## config.mk

```make
export PLATFORM = sky130hd
export DESIGN_NAME = epd_sqrt
export DESIGN_NICKNAME = d
export VERILOG_FILES = /design/src/rtl/epd_pkg.sv /design/src/rtl/epd_sqrt.sv
export SDC_FILE = /design/constraint.sdc
export NUM_CORES = 1
export LEC_CHECK = 0
export ABC_AREA = 1
export BUFFER_PORTS_ARGS = -buffer_cell sky130_fd_sc_hd__buf_2
export CORE_MARGIN = 1.5
export CORE_UTILIZATION = 45
export CTS_BUF_LIST = sky130_fd_sc_hd__clkbuf_16
export DETAILED_ROUTE_END_ITERATION = 16
export GPL_ROUTABILITY_DRIVEN = 0
export PLACE_DENSITY = 0.62
export SETUP_SLACK_MARGIN = 0.02
export SLEW_MARGIN = 20
export SYNTH_ARGS = -nofsm -noshare
export SYNTH_HDL_FRONTEND = slang
export SYNTH_SLANG_ARGS = --single-unit
export TNS_END_PERCENT = 100
```

## constraint.sdc

```tcl
create_clock -name clock -period 3 [get_ports clock]
set_clock_uncertainty 0.1 [all_clocks]
set_input_delay 0.15 -clock clock [delete_from_list [all_inputs] [get_ports clock]]
set_output_delay 0.15 -clock clock [all_outputs]
set_load 0.02 [all_outputs]
```

## src/rtl/epd_pkg.sv

```systemverilog
`timescale 1ns / 1ps
// ----------------------------------------------------------------------------
// epd_pkg
// shared constants, codes and types of the pairwise distance core
// ----------------------------------------------------------------------------
package epd_pkg;

   // default sizing
   localparam int DEF_MAX_VECTORS    = 64;
   localparam int DEF_MAX_DIMENSIONS = 64;
   localparam int DEF_FEATURE_BITS   = 16;

   // fixed port widths
   localparam int OP_W      = 1;
   localparam int IDX_W     = 6;
   localparam int FEAT_IN_W = 16;
   localparam int DIST_W    = 19;
   localparam int CFG_W     = 7;
   localparam int CSR_IDX_W = 1;

   // operation codes
   localparam logic [OP_W-1:0] OP_LOAD = 1'b0;
   localparam logic [OP_W-1:0] OP_EMIT = 1'b1;

   // register indexes
   localparam logic [CSR_IDX_W-1:0] CSR_VECTOR_COUNT    = 1'b0;
   localparam logic [CSR_IDX_W-1:0] CSR_DIMENSION_COUNT = 1'b1;

   // register reset values
   localparam logic [CFG_W-1:0] VECTOR_COUNT_RST    = 7'd64;
   localparam logic [CFG_W-1:0] DIMENSION_COUNT_RST = 7'd64;

   // square root unit status
   typedef struct packed {
      logic busy;
      logic done;
   } epd_sqrt_stat_type;

endpackage

```

## src/rtl/epd_sqrt.sv

```systemverilog
`timescale 1ns / 1ps
// ----------------------------------------------------------------------------
// epd_sqrt
// iterative integer square root, one root bit per cycle
// ----------------------------------------------------------------------------
module epd_sqrt
   import epd_pkg::*;
#(
   parameter int SUM_W  = 39,
   localparam int RT_W  = (SUM_W + 1) / 2
) (
   input  logic              clock,
   input  logic              reset,
   input  logic              start,
   input  logic [SUM_W-1:0]  radicand,
   output logic [RT_W-1:0]   root,
   output epd_sqrt_stat_type stat
);

   localparam int RM_W  = RT_W + 3;
   localparam int CNT_W = $clog2(RT_W + 1);

   logic [2*RT_W-1:0] rad_ff,  rad_in;
   logic [RM_W-1:0]   rem_ff,  rem_in;
   logic [RT_W-1:0]   root_ff, root_in;
   logic [CNT_W-1:0]  cnt_ff,  cnt_in;
   logic              busy_ff, busy_in;
   logic              done_ff, done_in;

   logic [RM_W-1:0]   rem_sh;
   logic [RM_W-1:0]   trial;
   logic              fits;

   // restoring digit step
   assign rem_sh = {rem_ff[RM_W-3:0], rad_ff[2*RT_W-1 -: 2]};
   assign trial  = RM_W'({root_ff, 2'b01});
   assign fits   = (rem_sh >= trial);

   always_comb begin
      rad_in  = rad_ff;
      rem_in  = rem_ff;
      root_in = root_ff;
      cnt_in  = cnt_ff;
      busy_in = busy_ff;
      done_in = 1'b0;
      if (start) begin
         rad_in  = (2*RT_W)'(radicand);
         rem_in  = '0;
         root_in = '0;
         cnt_in  = CNT_W'(RT_W);
         busy_in = 1'b1;
      end else if (busy_ff) begin
         rad_in  = {rad_ff[2*RT_W-3:0], 2'b00};
         rem_in  = fits ? (rem_sh - trial) : rem_sh;
         root_in = {root_ff[RT_W-2:0], fits};
         cnt_in  = cnt_ff - CNT_W'(1);
         if (cnt_ff == CNT_W'(1)) begin
            busy_in = 1'b0;
            done_in = 1'b1;
         end
      end
   end

   always_ff @(posedge clock) begin
      if (reset) begin
         busy_ff <= 1'b0;
         done_ff <= 1'b0;
         cnt_ff  <= '0;
      end else begin
         busy_ff <= busy_in;
         done_ff <= done_in;
         cnt_ff  <= cnt_in;
      end
   end

   always_ff @(posedge clock) begin
      rad_ff  <= rad_in;
      rem_ff  <= rem_in;
      root_ff <= root_in;
   end

   assign root      = root_ff;
   assign stat.busy = busy_ff;
   assign stat.done = done_ff;

endmodule

```

==> results.cfg, run 1 <==
[outcome]
status = finished, final reports clean

[detailed_routing]
viasPerCell = 4.98
firstDrtPassIters = 5
drc_errors = 0
drt-met1-wl_mm = 5.98
wl_met3_microns = 746
ant_nets = 0
wl_met2_mm = 5.99
top_layer_used = met4
wire_per_inst_microns = 13.4
vias = 4826
drt_wl_total_mm = 13.0
first_iter_violations = 235

[synthesis]
syn_inst = 728
synth_nets = 794
synth.distinct_cells = 35
ys_seq_elements = 88
synthArstFlopShare_pct = 0
ys_warn_count = 0
yosysTopAreaCell = edfxtp_1
synth.cell_area_sq_um = 5160
synth_ff_type = dfxtp_1
syn_avg_cell_area_sq_um = 7.08
synth_top_area_share_pct = 22.7
synth_edf_count = 39
ys_seq_area_share_pct = 41.7
yosys-top-cells-area = edfxtp_1, nand2_1, dfxtp_1

[worst_setup_path]
critPathSlowestCell = nand4_4
r2r-end = rem_ff[15]$_SDFFE_PP0P_
arrival_ns = 2.57
worstPathMaxFanout = 25
crit_path_start_kind = register
crit_path_max_incr_delay_ns = 0.40
r2r_setup_slack_ns = 0.56
critPathRequiredTime_ns = 3.13
worstSetupEndpointType = register
crit_chain = inv_1, ha_1, nand2_1, inv_1, nand2_1, nand2_1, a21oi_1, nand4_4, nand2_2, nor2_1, nor2_1, nor2_1
r2r_start = root[16]$_SDFFE_PP0P_
criticalPathCategory = reg2reg
ff2ff_path_depth = 12

[clocking]
cts_buffers = 9
clk_path_buf_depth = 2
clockRootBuffer = clkbuf_16
postCtsSetupBuffers = 0
cts-hold-fix-buffers = 39
clk_latency_ns = 0.35
cts_tree = done
cts_resized = 0
ctsHtreeMaxLevel = 3
cts_sinks = 88
clk_pin_slew_ns = 0.07

[layout]
layout.cells.non_filler = 969
antenna_cells = 0
syn_to_final_growth_pct = 21.0
nets = 890
drive_gt1_share_pct = 12.5

[floorplan]
io_pins = 64
initial_utilization_pct = 46.9
dieArea_sq_um = 12100
core_area_sq_um = 11000
die_w_microns = 110
die_h_microns = 110
rows = 38

[placed_design]
numPortBuffers = 63
place_inst = 914
hpwl_mm = 9.07
place_ws_ns = 0.601

[sta]
max_slew_margin_pct = 59.3
hold_slack_ns = 0.0123
rsz0062_at_grt = no
period_needed_ns = 2.44
finalSetupViolations = 0
layout_setup_ws_ns = 0.557
finalSetupTns_ns = 0
slew_viol_final = 0
hold_violations = 0
period_share_pct = 81.4
worst_pin_slew_ns = 0.609
fmax_ghz = 0.409

[hold_path]
hold_end = rad_ff[6]$_DFFE_PP_
hold_depth = 3
hold_path.class = in2reg
hold_start = radicand[6]

[pwr]
p_per_area_nw_per_um2 = 776
ir_drop_uv = 361
p_leak_nw = 3.27

[grt]
first_global_vias = 4577
gr-usage-all-layers_pct = 23.4
grt_max_degree = 42
grt_overflow = 0
grt_pass1_wl_mm = 21.5
antenna_found_initial = 0

[flow_run]
maxCapViolCount = 0
-- final cells by class --
class | instances | area, sq um
multi-input cells | 506 | 2450
clock buffers | 9 | 225
inverters | 111 | 417
fillers | 1016 | 4740
clock inverters | 7 | 63.8
well taps | 140 | 175
repair buffers | 108 | 751
flip-flops and latches | 88 | 2150
-- synth_stat cells, types with 2 or more instances --
master	n
nand2_1	284
inv_1	107
dfxtp_1	49
nand3_1	46
nor2_1	45
edfxtp_1	39
ha_1	24
o22ai_1	19
nand4_1	18
a21oi_1	17
clkbuf_1	7
nor2_2	7
o21ai_0	7
buf_1	6
nand2_2	6
o21bai_1	6
xor2_1	5
buf_2	4
inv_2	4
nor3_1	4
o211ai_1	4
buf_6	3
o21ai_1	3
buf_4	2
nand3b_1	2
-- worst max-delay path: cells and delay by family (launching register included) --
| kind | cells | cell delay (ns) |
|---|---|---|
| AOI/OAI and AO/OA | 1 | 0.30 |
| adders and majority gates | 1 | 0.37 |
| buffers and inverters | 2 | 0.11 |
| DFF | 1 | 0.33 |
| and+or+nand+nor | 8 | 1.11 |
-- cells by family after synthesis --
family,after synthesis,synth area share [%]
AO/OA/AOI/OAI,60,6.96
XOR/XNOR,6,1.02
adder cells (fa/ha/maj),24,5.82
buffers and inverters,134,10.7
flip-flops,88,41.7
AND/OR/NAND/NOR,416,33.8
-- where the power goes --
| group | internal, mW | switching, mW |
|---|---|---|
| logic | 0.753 | 1.50 |
| clock network | 0.639 | 0.488 |
| registers | 1.39 | 0.0814 |
| total | 2.78 | 2.06 |
-- layout by cell type, fill, tap and decap left out --
master,netlist,final
a31oi_1,1,1
nor2_4,1,1
xor2_1,5,5
inv_2,4,5
buf_2,4,63
clkinv_1,0,2
ha_1,24,24
dlygate4sd3_1,0,39
o31ai_1,1,1
nand3_1,46,46
o21ai_0,7,7
clkinv_4,0,2
inv_1,107,107
nor3_1,4,4
nand3b_1,2,2
nand3_2,1,1
a21oi_2,1,1
xnor2_1,1,1
clkbuf_16,0,9
a21oi_1,17,17
o21ai_1,3,3
nand4_1,18,18
or2_1,1,1
nand2_1,284,284
clkinv_2,0,1
edfxtp_1,39,39
nand2_2,6,6
a211oi_1,1,1
o211ai_1,4,4
nor2_1,45,45
bufinv_16,0,1
buf_4,2,6
o22ai_1,19,19
dfxtp_1,49,49
nor2_2,7,7
o21bai_1,6,6
nand4_4,1,1
-- routing by layer --
metal	global-route usage [%]	vias up
met4	9.55	0
li1	-	2510
met5	0	-
met3	5.23	22
met2	37.8	129
met1	30.4	2165
-- sequential cells by signal, indices dropped and copies added, names as in the netlist --
name     count
busy_ff      1
cnt_ff       5
done_ff      1
rad_ff      40
rem_ff      21
root        20
-- stage by stage --
stage	power, mW	area, sq um	util (%)
after floorplan	3.26	5160	-
after global placement	3.66	5560	50.6
after detailed placement	3.67	5560	50.6
after CTS	4.85	6240	56.8
after global routing	5.25	6240	56.8
final	4.84	6240	56.8
-- worst max path at each step --
stage                                   end  depth (start not counted)             startpoint  slack, ns
floorplan           rad_ff[0]$_SDFFCE_PN0P_                          3     busy_ff$_SDFF_PP0_       0.62
global placement    rem_ff[14]$_SDFFE_PP0P_                          9  root[16]$_SDFFE_PP0P_       0.62
detailed placement  rem_ff[14]$_SDFFE_PP0P_                         11  root[16]$_SDFFE_PP0P_       0.60
CTS                 rem_ff[20]$_SDFFE_PP0P_                         12  root[16]$_SDFFE_PP0P_       0.59
global route        rem_ff[18]$_SDFFE_PP0P_                         12  root[14]$_SDFFE_PP0P_       0.29
finish              rem_ff[15]$_SDFFE_PP0P_                         12  root[16]$_SDFFE_PP0P_       0.56
Power figures use the tool's default switching activity.
==> run 2, diff against run 1 <==
ABC_AREA = 0   (was 1)
PLACE_DENSITY = 0.63   (was 0.62)
clock period = 2.35 ns   (was 3 ns; I/O delays follow)
==> results.cfg, run 2 <==
[outcome]
status = complete, but fails checks
violations = hold timing, setup timing

[layout]
fin_area_sq_um = 6850
multi_input_area_sq_um = 2810
drive_gt1_share_pct = 40.6
seqCellArea_sq_um = 2180
nFillCells = 871
regMostFlops = rad_ff
antenna_cells = 0
syn_to_final_growth_pct = 40.2
mostFrequentLayoutCell = buf_4
nets = 709
layout_common_cells = buf_4, buf_2, nor2_1
largest_register_ffs = 40

[detailed_routing]
first_iter_violations = 158
drt-met1-wl_mm = 5.56
wl_met3_microns = 321
viasPerCell = 5.26
firstDrtPassIters = 4
wl_met2_mm = 6.25
drt_wl_total_mm = 12.4
wire_per_inst_microns = 15.8
top_layer_used = met4
ant_nets = 0
drc_errors = 0
vias = 4120

[floorplan]
dieArea_sq_um = 11500
initial_utilization_pct = 46.9
core_area_sq_um = 10400
die_h_microns = 107
rows = 37
io_pins = 64
die_w_microns = 107

[grt]
grt_overflow = 0
grt_pass1_wl_mm = 19.7
first_global_vias = 3996
antenna_found_initial = 0
gr-usage-all-layers_pct = 22.0
grt_max_degree = 52

[sta]
max_slew_margin_pct = 43.5
period_needed_ns = 2.36
fmax_ghz = 0.424
worst_pin_slew_ns = 0.845
period_share_pct = 100
finalSetupViolations = 2
hold_violations = 1
finalSetupTns_ns = -0.0143
layout_setup_ws_ns = -0.00862
slew_viol_final = 0
rsz0062_at_grt = yes
hold_slack_ns = -0.000219

[placed_design]
hpwl_mm = 7.83
numPortBuffers = 63
placed_cell_area_sq_um = 5750

[pwr]
p_leak_nw = 2.85
p_per_area_nw_per_um2 = 1360
power.total_mw = 9.29
ir_drop_uv = 774

[synthesis]
synthArstFlopShare_pct = 0
syn_avg_cell_area_sq_um = 10.2
ys_seq_elements = 88
ys_warn_count = 0
yosysTopAreaCell = edfxtp_1
synthTopCellsByCount = nor2_1, dfxtp_1, edfxtp_1, mux2_2, inv_1
synthMostInstantiatedCell = nor2_1
synth.distinct_cells = 59
ys_seq_area_share_pct = 44.1
synth_edf_count = 39
synth_ff_type = dfxtp_1
synth_top_area_share_pct = 24.0
synth.cell_area_sq_um = 4880
synth_nets = 547
syn_inst = 481
yosys-top-cells-area = edfxtp_1, dfxtp_1, mux2_2

[worst_setup_path]
criticalPathCategory = reg2reg
crit_path_start_kind = register
worstPathMaxFanout = 7
ff2ff_path_depth = 9
worstSetupEndpointType = register
arrival_ns = 2.48
critPathRequiredTime_ns = 2.47

[flow_run]
maxCapViolCount = 0

[hold_path]
hold_path.class = in2reg
hold_depth = 2

[clocking]
clk_path_buf_depth = 2
cts_tree = done
cts_sinks = 88
clk_latency_ns = 0.35
clockRootBuffer = clkbuf_16
clk_pin_slew_ns = 0.07
cts_buffers = 9
ctsHtreeMaxLevel = 3
run 2: path summary, 6_finish.rpt:
path                                 from                      end  slack, ns
setup / recovery     root[7]$_SDFFE_PP0P_  rem_ff[13]$_SDFFE_PP0P_     -0.009
hold / removal               radicand[31]     rad_ff[31]$_DFFE_PP_    -0.0002
setup reg to reg     root[7]$_SDFFE_PP0P_  rem_ff[13]$_SDFFE_PP0P_     -0.009
hold reg to reg   rem_ff[20]$_SDFFE_PP0P_  rem_ff[20]$_SDFFE_PP0P_       0.38
run 2: cell type report:
| class | instances | area share, % |
|---|---|---|
| Clock buffer | 9 | 3.29 |
| Clock inverter | 7 | 1.15 |
| Inverter | 36 | 2.01 |
| Multi-Input combinational cell | 335 | 41.1 |
| Sequential cell | 88 | 31.8 |
| Tap cell | 136 | 2.48 |
| Timing Repair Buffer | 173 | 18.2 |
run 2: where the power goes:
group,internal (mW),switching (mW)
Clock,0.836,0.655
Combinational,2.90,2.92
Sequential,1.82,0.160
Total,5.56,3.73
run 2: kinds of logic (layout without fill, tap and decap cells):
family	Yosys count	in the layout	share of synthesized area, %
simple gates	131	134	13.0
mux	67	67	14.8
xor+xnor	20	20	3.59
compound gates	90	90	12.7
flops	88	88	44.1
fa+ha+maj	24	24	6.15
buf+inv	61	225	5.69
run 2: critical path, cell delays in order, from the launching register on:
cell      delay [ns]
dfxtp_2         0.33
inv_1           0.06
ha_4            0.30
nand4_1         0.20
nor3_4          0.23
a211oi_4        0.12
a21oi_4         0.24
and2_4          0.27
mux2i_1         0.28
o21ai_0         0.11
run 2: per-layer routing:
layer,vias up,global-route usage [%]
met5,-,0
met4,0,9.52
met3,17,2.86
met2,78,37.8
met1,1980,27.7
li1,2045,-
run 2: timing repair:
item | CTS | global route
setup endpoints to repair | 20 | 22
hold endpoints to repair | 44 | 0
gates cloned | 3 | 0
setup buffers | 7 | 3
gates resized for setup | 25 | 33
pin swaps | 12 | 9
hold buffers | 38 | 0
run 2: stage by stage:
stage | setup slack (ns) | std cells | utilization [%]
2_1_floorplan | -0.0324 | 481 | -
3_3_place_gp | -0.0717 | 717 | 55.2
3_5_place_dp | -0.156 | 717 | 55.2
4_1_cts | -0.0144 | 781 | 64.1
5_1_grt | -0.132 | 784 | 65.7
6_report | -0.00862 | 784 | 65.7
